===== src/hdl/slsu_pkg.sv =====
// Package with the constants, types and controller states of the sprite line scan unit.
package slsu_pkg;

  localparam int ENTRIES      = 40;
  localparam int LINE_LIMIT   = 10;
  localparam int Y_OFFSET     = 16;
  localparam int SHORT_HEIGHT = 8;
  localparam int TALL_HEIGHT  = 16;

  localparam int SLOT_W  = 6;
  localparam int BYTE_W  = 8;
  localparam int INDEX_W = 6;
  localparam int HITS_W  = 4;
  localparam int ADDR_W  = (ENTRIES > 1) ? $clog2(ENTRIES) : 1;
  localparam int CNT_W   = $clog2(LINE_LIMIT + 1);
  localparam int CMP_W   = 10;

  localparam logic KIND_WRITE = 1'b0;
  localparam logic KIND_SCAN  = 1'b1;

  typedef enum logic [1:0] {
    ST_IDLE,
    ST_SCAN,
    ST_DRAIN,
    ST_FINISH
  } slsu_state_t;

  typedef struct packed {
    logic write;
    logic load_scan;
    logic issue;
    logic finish;
  } slsu_cmd_t;

  typedef struct packed {
    logic addr_last;
    logic limit_reached;
  } slsu_sts_t;

endpackage


===== src/hdl/slsu_ctrl.sv =====
// Controller state machine that sequences writes and scans of the sprite table.
module slsu_ctrl (
  input  logic              clk,
  input  logic              rst,
  input  logic              start,
  input  logic              kind,
  input  slsu_pkg::slsu_sts_t sts,
  output slsu_pkg::slsu_cmd_t cmd,
  output logic              busy
);
  import slsu_pkg::*;

  slsu_state_t state;
  slsu_state_t state_next;
  logic        accept;

  assign accept = start && (state == ST_IDLE);

  always_ff @(posedge clk) begin
    if (rst) begin
      state <= ST_IDLE;
    end else begin
      state <= state_next;
    end
  end

  always_comb begin
    state_next = state;
    case (state)
      ST_IDLE: begin
        if (accept && (kind == KIND_SCAN)) begin
          state_next = ST_SCAN;
        end
      end
      ST_SCAN: begin
        if (sts.addr_last || sts.limit_reached) begin
          state_next = ST_DRAIN;
        end
      end
      ST_DRAIN: begin
        state_next = ST_FINISH;
      end
      ST_FINISH: begin
        state_next = ST_IDLE;
      end
      default: begin
        state_next = ST_IDLE;
      end
    endcase
  end

  always_comb begin
    cmd  = '0;
    busy = 1'b1;
    case (state)
      ST_IDLE: begin
        busy          = 1'b0;
        cmd.write     = accept && (kind == KIND_WRITE);
        cmd.load_scan = accept && (kind == KIND_SCAN);
      end
      ST_SCAN: begin
        cmd.issue = !sts.limit_reached;
      end
      ST_DRAIN: begin
        cmd = '0;
      end
      ST_FINISH: begin
        cmd.finish = 1'b1;
      end
      default: begin
        cmd = '0;
      end
    endcase
  end

endmodule


===== src/hdl/slsu_datapath.sv =====
// Datapath with the position store, the range compare and the held-back result register.
module slsu_datapath (
  input  logic                        clk,
  input  logic                        rst,
  input  slsu_pkg::slsu_cmd_t         cmd,
  output slsu_pkg::slsu_sts_t         sts,
  input  logic [slsu_pkg::SLOT_W-1:0] slot,
  input  logic [slsu_pkg::BYTE_W-1:0] y_byte,
  input  logic [7:0]                  line_y,
  input  logic                        tall_sprites,
  output logic                        strobe,
  output logic [slsu_pkg::INDEX_W-1:0] entry_found,
  output logic                        hit,
  output logic                        last_of_run,
  output logic [slsu_pkg::HITS_W-1:0] hits_so_far
);
  import slsu_pkg::*;

  logic [BYTE_W-1:0]  mem [ENTRIES];
  logic [ENTRIES-1:0] vld;
  logic [ADDR_W-1:0]  addr;
  logic [BYTE_W-1:0]  rd_data;
  logic               rd_ok;
  logic               cmp_en;
  logic [ADDR_W-1:0]  cmp_idx;
  logic [7:0]         line_q;
  logic               tall_q;
  logic [CNT_W-1:0]   cnt;
  logic               pend_valid;
  logic [ADDR_W-1:0]  pend_idx;
  logic [CNT_W-1:0]   pend_cnt;
  logic               slot_ok;
  logic [BYTE_W-1:0]  cur_byte;
  logic [CMP_W-1:0]   line_ext;
  logic [CMP_W-1:0]   bot_ext;
  logic               in_range;
  logic               match;

  assign slot_ok = {1'b0, slot} < (SLOT_W + 1)'(ENTRIES);

  always_ff @(posedge clk) begin
    if (cmd.write && slot_ok) begin
      mem[slot[ADDR_W-1:0]] <= y_byte;
    end
  end

  always_ff @(posedge clk) begin
    rd_data <= mem[addr];
  end

  always_ff @(posedge clk) begin
    if (rst) begin
      vld   <= '0;
      rd_ok <= 1'b0;
    end else begin
      rd_ok <= vld[addr];
      if (cmd.write && slot_ok) begin
        vld[slot[ADDR_W-1:0]] <= 1'b1;
      end
    end
  end

  assign cur_byte = rd_ok ? rd_data : '0;

  // The line lies in the sprite when byte <= line + offset < byte + height.
  assign line_ext = CMP_W'(line_q) + CMP_W'(Y_OFFSET);
  assign bot_ext  = CMP_W'(cur_byte) +
                    (tall_q ? CMP_W'(TALL_HEIGHT) : CMP_W'(SHORT_HEIGHT));
  assign in_range = (line_ext >= CMP_W'(cur_byte)) && (line_ext < bot_ext);
  assign match    = cmp_en && in_range && !sts.limit_reached;

  assign sts.addr_last     = addr == ADDR_W'(ENTRIES - 1);
  assign sts.limit_reached = cnt == CNT_W'(LINE_LIMIT);

  always_ff @(posedge clk) begin
    if (cmd.load_scan) begin
      line_q <= line_y;
      tall_q <= tall_sprites;
    end
    cmp_idx <= addr;
    if (match) begin
      pend_idx <= cmp_idx;
      pend_cnt <= cnt + CNT_W'(1);
    end
  end

  always_ff @(posedge clk) begin
    if (rst) begin
      addr       <= '0;
      cmp_en     <= 1'b0;
      cnt        <= '0;
      pend_valid <= 1'b0;
    end else begin
      cmp_en <= cmd.issue;
      if (cmd.load_scan) begin
        addr       <= '0;
        cnt        <= '0;
        pend_valid <= 1'b0;
      end else begin
        if (cmd.issue) begin
          addr <= addr + ADDR_W'(1);
        end
        if (match) begin
          cnt        <= cnt + CNT_W'(1);
          pend_valid <= 1'b1;
        end
      end
    end
  end

  // A match is held back until the next match or the end of the scan shows whether it is the last.
  always_ff @(posedge clk) begin
    if (rst) begin
      strobe <= 1'b0;
    end else begin
      strobe <= (match && pend_valid) || cmd.finish;
    end
  end

  always_ff @(posedge clk) begin
    if (cmd.finish && !pend_valid) begin
      entry_found <= '0;
      hit         <= 1'b0;
      last_of_run <= 1'b1;
      hits_so_far <= '0;
    end else begin
      entry_found <= INDEX_W'(pend_idx);
      hit         <= 1'b1;
      last_of_run <= cmd.finish;
      hits_so_far <= HITS_W'(pend_cnt);
    end
  end

endmodule


===== src/hdl/sprite_line_scan_unit.sv =====
// Top level of the sprite line scan unit.
//
//   channel | transfer                          | fields
//   --------+-----------------------------------+-----------------------------------------
//   input   | start high and busy low at a edge | kind, slot, y_byte, line_y, tall_sprites
//   result  | strobe high for one cycle         | entry_found, hit, last_of_run, hits_so_far
//
// A write transfer leaves busy low.
// A scan reads one table entry per cycle and holds busy through the whole table,
// less of it when the line limit is reached early.
// Each match is held back until the next match or the end of the scan, so a result appears
// in the cycle after the following match, and the last result in the cycle in which busy falls.
// Reset clears the position table through per-entry valid bits.
// The receiver cannot stall, so every result is shown for exactly one cycle.
module sprite_line_scan_unit (
  input  logic                         clk,
  input  logic                         rst,
  input  logic                         start,
  output logic                         busy,
  input  logic                         kind,
  input  logic [slsu_pkg::SLOT_W-1:0]  slot,
  input  logic [slsu_pkg::BYTE_W-1:0]  y_byte,
  input  logic [7:0]                   line_y,
  input  logic                         tall_sprites,
  output logic                         strobe,
  output logic [slsu_pkg::INDEX_W-1:0] entry_found,
  output logic                         hit,
  output logic                         last_of_run,
  output logic [slsu_pkg::HITS_W-1:0]  hits_so_far
);
  import slsu_pkg::*;

  slsu_cmd_t cmd;
  slsu_sts_t sts;

  slsu_ctrl u_ctrl (
    .clk   (clk),
    .rst   (rst),
    .start (start),
    .kind  (kind),
    .sts   (sts),
    .cmd   (cmd),
    .busy  (busy)
  );

  slsu_datapath u_datapath (
    .clk          (clk),
    .rst          (rst),
    .cmd          (cmd),
    .sts          (sts),
    .slot         (slot),
    .y_byte       (y_byte),
    .line_y       (line_y),
    .tall_sprites (tall_sprites),
    .strobe       (strobe),
    .entry_found  (entry_found),
    .hit          (hit),
    .last_of_run  (last_of_run),
    .hits_so_far  (hits_so_far)
  );

endmodule


===== config.mk =====
export PLATFORM = sky130hd
export DESIGN_NAME = sprite_line_scan_unit
export DESIGN_NICKNAME = d
export VERILOG_FILES = /design/src/hdl/slsu_pkg.sv /design/src/hdl/slsu_ctrl.sv /design/src/hdl/slsu_datapath.sv /design/src/hdl/sprite_line_scan_unit.sv
export SDC_FILE = /design/constraint.sdc
export NUM_CORES = 1
export LEC_CHECK = 0
export CAP_MARGIN = 0
export CORE_UTILIZATION = 35
export CTS_CLUSTER_DIAMETER = 100
export CTS_CLUSTER_SIZE = 40
export DETAILED_ROUTE_END_ITERATION = 8
export DONT_BUFFER_PORTS = 1
export PLACE_DENSITY_LB_ADDON = 0.15
export SLEW_MARGIN = 20
export SYNTH_ARGS = -nofsm -noshare
export SYNTH_HDL_FRONTEND = slang
export SYNTH_SLANG_ARGS = --single-unit

===== constraint.sdc =====
create_clock -name clk -period 3 [get_ports clk]
set_input_delay 0.6 -clock clk [delete_from_list [all_inputs] [get_ports clk]]
set_output_delay 0.6 -clock clk [all_outputs]
set_load 0.01 [all_outputs]

==> flow_summary.ini <==
[place]
dp.cells = 1574
port_buffers = 0
routabilityCongestion = 0.771
place_hpwl_um = 25500
preCtsSetupSlack_ns = 0.0931
place_area_um2 = 17600

[cells_and_area]
num_antenna_cells = 0
fin_area_um2 = 18200
n_fill_cell = 4178
layout.cells.non_filler = 1602
area_growth_pct = 11.1
layout.nets = 1042
drive_above_1_share_pct = 20.1
post-route-util_pct = 39.8

[clock_tree]
cts.path.max_buffers = 3
cts-root-buf = clkbuf_16
clkTransAtPathRegs_ns = 0.14
post_cts_buffers = 0
h-tree-depth = 1
numCtsBuffers = 16
clk_latency_ns = 0.56
cts_tree = done
clock_sinks = 421

[global_routing]
antenna_found_initial = 1
grt_usage_pct = 16.6
grt_pass1_wl_um = 57300
gr-total-overflow = 0
grt_pass1_vias = 8430
grt_max_degree = 42

[power]
ir_drop_mv = 0.569
leakagePower_nw = 5.69
powerDensity_nw_per_um2 = 601

[route]
drc = 0
wl_per_cell_um = 24.3
dr.pass1.iters = 5
drt-vias-per-instance = 5.16
drt_iter0_drc = 661
ant_nets = 0
postRouteWirelength_um = 38900
via_count = 8260

[die]
die_h_um = 218
io_pins = 41
dieArea_um2 = 47700
fp.coreArea_um2 = 45800
die_x_um = 218
rows = 78
start_util_pct = 35.8

[yosys]
synth-xor-area-share_pct = 0.695
synth_top_area_share_pct = 62.1
yosysUniqueCellTypes = 51
synthMuxAreaShare_pct = 13.0
synth_area_leader_cell = edfxtp_1
synthTopCellsByCount = 339 x edfxtp_1, 82 x dfxtp_1, 72 x mux4_2
synth_edf_count = 339
syn_avg_cell_area_um2 = 17.5
synth_fa_ha_area_share_pct = 1.82
synth_seq_cells = 421
yosys-top-cells-area = edfxtp_1 62%, dfxtp_1 10%, mux4_2 9.9%
synthesis.instances = 935
ys_warn_count = 0
synth_top_family_by_area = multiplexers
yosysSeqAreaShare_pct = 72.1
synth-async-reset-ratio_pct = 0
synth_compound_area_share_pct = 5.28
synth-simple-area-share_pct = 5.48
syn_nets = 985
syn-cell-area_um2 = 16400
synthFlopType = edfxtp_1
yosysMostFrequentCell = edfxtp_1

[worst_setup_path]
crit_chain = xnor2_2, ha_4, a31oi_4, nor3b_2, xor2_1, ha_1, a21oi_2, o2111ai_2, or3b_2, a211oi_2, mux2i_1
slowest_stage = edfxtp_1
criticalPathCategory = reg -> reg
start_kind = register
cp.arrival_ns = 3.32
cp_max_fo = 3
path_delay_family = simple AND/OR/NAND/NOR gates
worst_path_largest_cell_delay_ns = 0.48
path_buf_inv = 0
critPathCaptureType = register
worstPathRequired_ns = 3.51

[timing]
fin_crit_ns = 2.81
rsz0062_at_grt = yes
hold_viol = 0
clock.fmax_ghz = 0.356
setup_viol = 0
tightest_slew_ns = 0.657
finClkSkew_ns = 0.0622
fin_ws_ns = 0.190
slew_headroom_pct = 56.1
drv_slew = 0
finalCritPeriodShare_pct = 93.7

[min_path]
hold_path.class = in -> reg

[status]
status = complete, no violations

[run]
max_cap_violations = 0
## area by class of cell
class	count	area (µm²)	share of cell area, %
clock buffer	21	440	2.42
clock inverter	7	106	0.584
inverter	16	60.1	0.330
multi-input combinational	458	4380	24.1
sequential	421	11800	65.0
tap	600	751	4.12
timing repair buffer	79	643	3.53
## state kept, by name (all words and copies together), names as in the netlist
signal	flops
u_datapath.entry_found	6
u_ctrl.state	2
u_datapath.cmp_en	1
u_datapath.rd_data	8
u_datapath.line_q	8
u_datapath.pend_idx	6
u_datapath.cnt	4
u_datapath.pend_valid	1
u_datapath.strobe	1
u_datapath.hits_so_far	4
u_datapath.last_of_run	1
u_datapath.vld	40
u_datapath.rd_ok	1
u_datapath.tall_q	1
u_datapath.mem	320
u_datapath.cmp_idx	6
u_datapath.pend_cnt	4
u_datapath.hit	1
u_datapath.addr	6
## worst paths after layout
path	startpoint	endpoint	slack [ns]	cells after the start
setup / recovery	u_datapath.tall_q$_DFFE_PP_	u_datapath.cnt[2]$_SDFFE_PP0P_	0.19	11
hold / removal	rst	u_ctrl.state[1]$_SDFFE_PP0P_	0.1	1
setup reg to reg	u_datapath.tall_q$_DFFE_PP_	u_datapath.cnt[2]$_SDFFE_PP0P_	0.19	11
hold reg to reg	u_datapath.cmp_idx[0]$_DFF_P_	u_datapath.pend_idx[0]$_DFFE_PP_	0.42	0
## per-stage QoR
stage / hold slack, ns / TNS, ns / total power [mW]
CTS: 0.0703 / 0 / 11.1
floorplan: 0.368 / -0.323 / 7.69
detailed placement: 0.389 / 0 / 8.12
global route: 0.0542 / 0 / 11.3
global placement: 0.391 / 0 / 8.12
finish: 0.0953 / 0 / 10.9
## cells by family after synthesis
group | after synthesis
AO/OA/AOI/OAI | 119
XOR/XNOR | 13
adder cells (fa/ha/maj) | 24
buffers and inverters | 56
flip-flops | 421
multiplexers | 122
AND/OR/NAND/NOR | 180
## metal layers
layer	vias to the layer above	GRT usage, %	wire, µm
met4	0	2.84	629
met5	-	0	0
met1	4316	22.7	17700
met2	143	27.8	18700
li1	3771	-	-
met3	30	3.33	1940
## what timing repair did
item	in CTS	in global routing
endpoints found under the setup margin	0	14
resized for setup	0	5
hold buffers	0	0
## power by group
part / switching [mW] / internal (mW) / leakage, nW
Sequential: 0.0928 / 6.41 / 3.72
Clock: 1.85 / 1.13 / 0.261
Combinational: 0.729 / 0.730 / 1.71
## placed cells by master, fill, tap and decap left out, types with 4 or more instances in the layout
cell and count:
xnor2_1 6, mux2i_1 48, or3_1 10, clkbuf_1 4, or3b_2 4, nand2_1 34, nor2_1 61, ha_1 21
nand4_1 4, xor2_1 6, o21a_1 42, nor2b_1 9, buf_4 75, inv_1 14, a211oi_1 4, edfxtp_1 339
nor4_1 11, mux4_2 72, a22o_1 5, and2_1 16, nand3b_1 8, o21ai_0 4, buf_12 4, clkbuf_16 17
o22ai_1 21, dfxtp_1 78, a2111oi_0 4, a22oi_1 9, a21oi_1 9, nand3_1 9
Note: power is estimated with default switching activity, not from simulation.
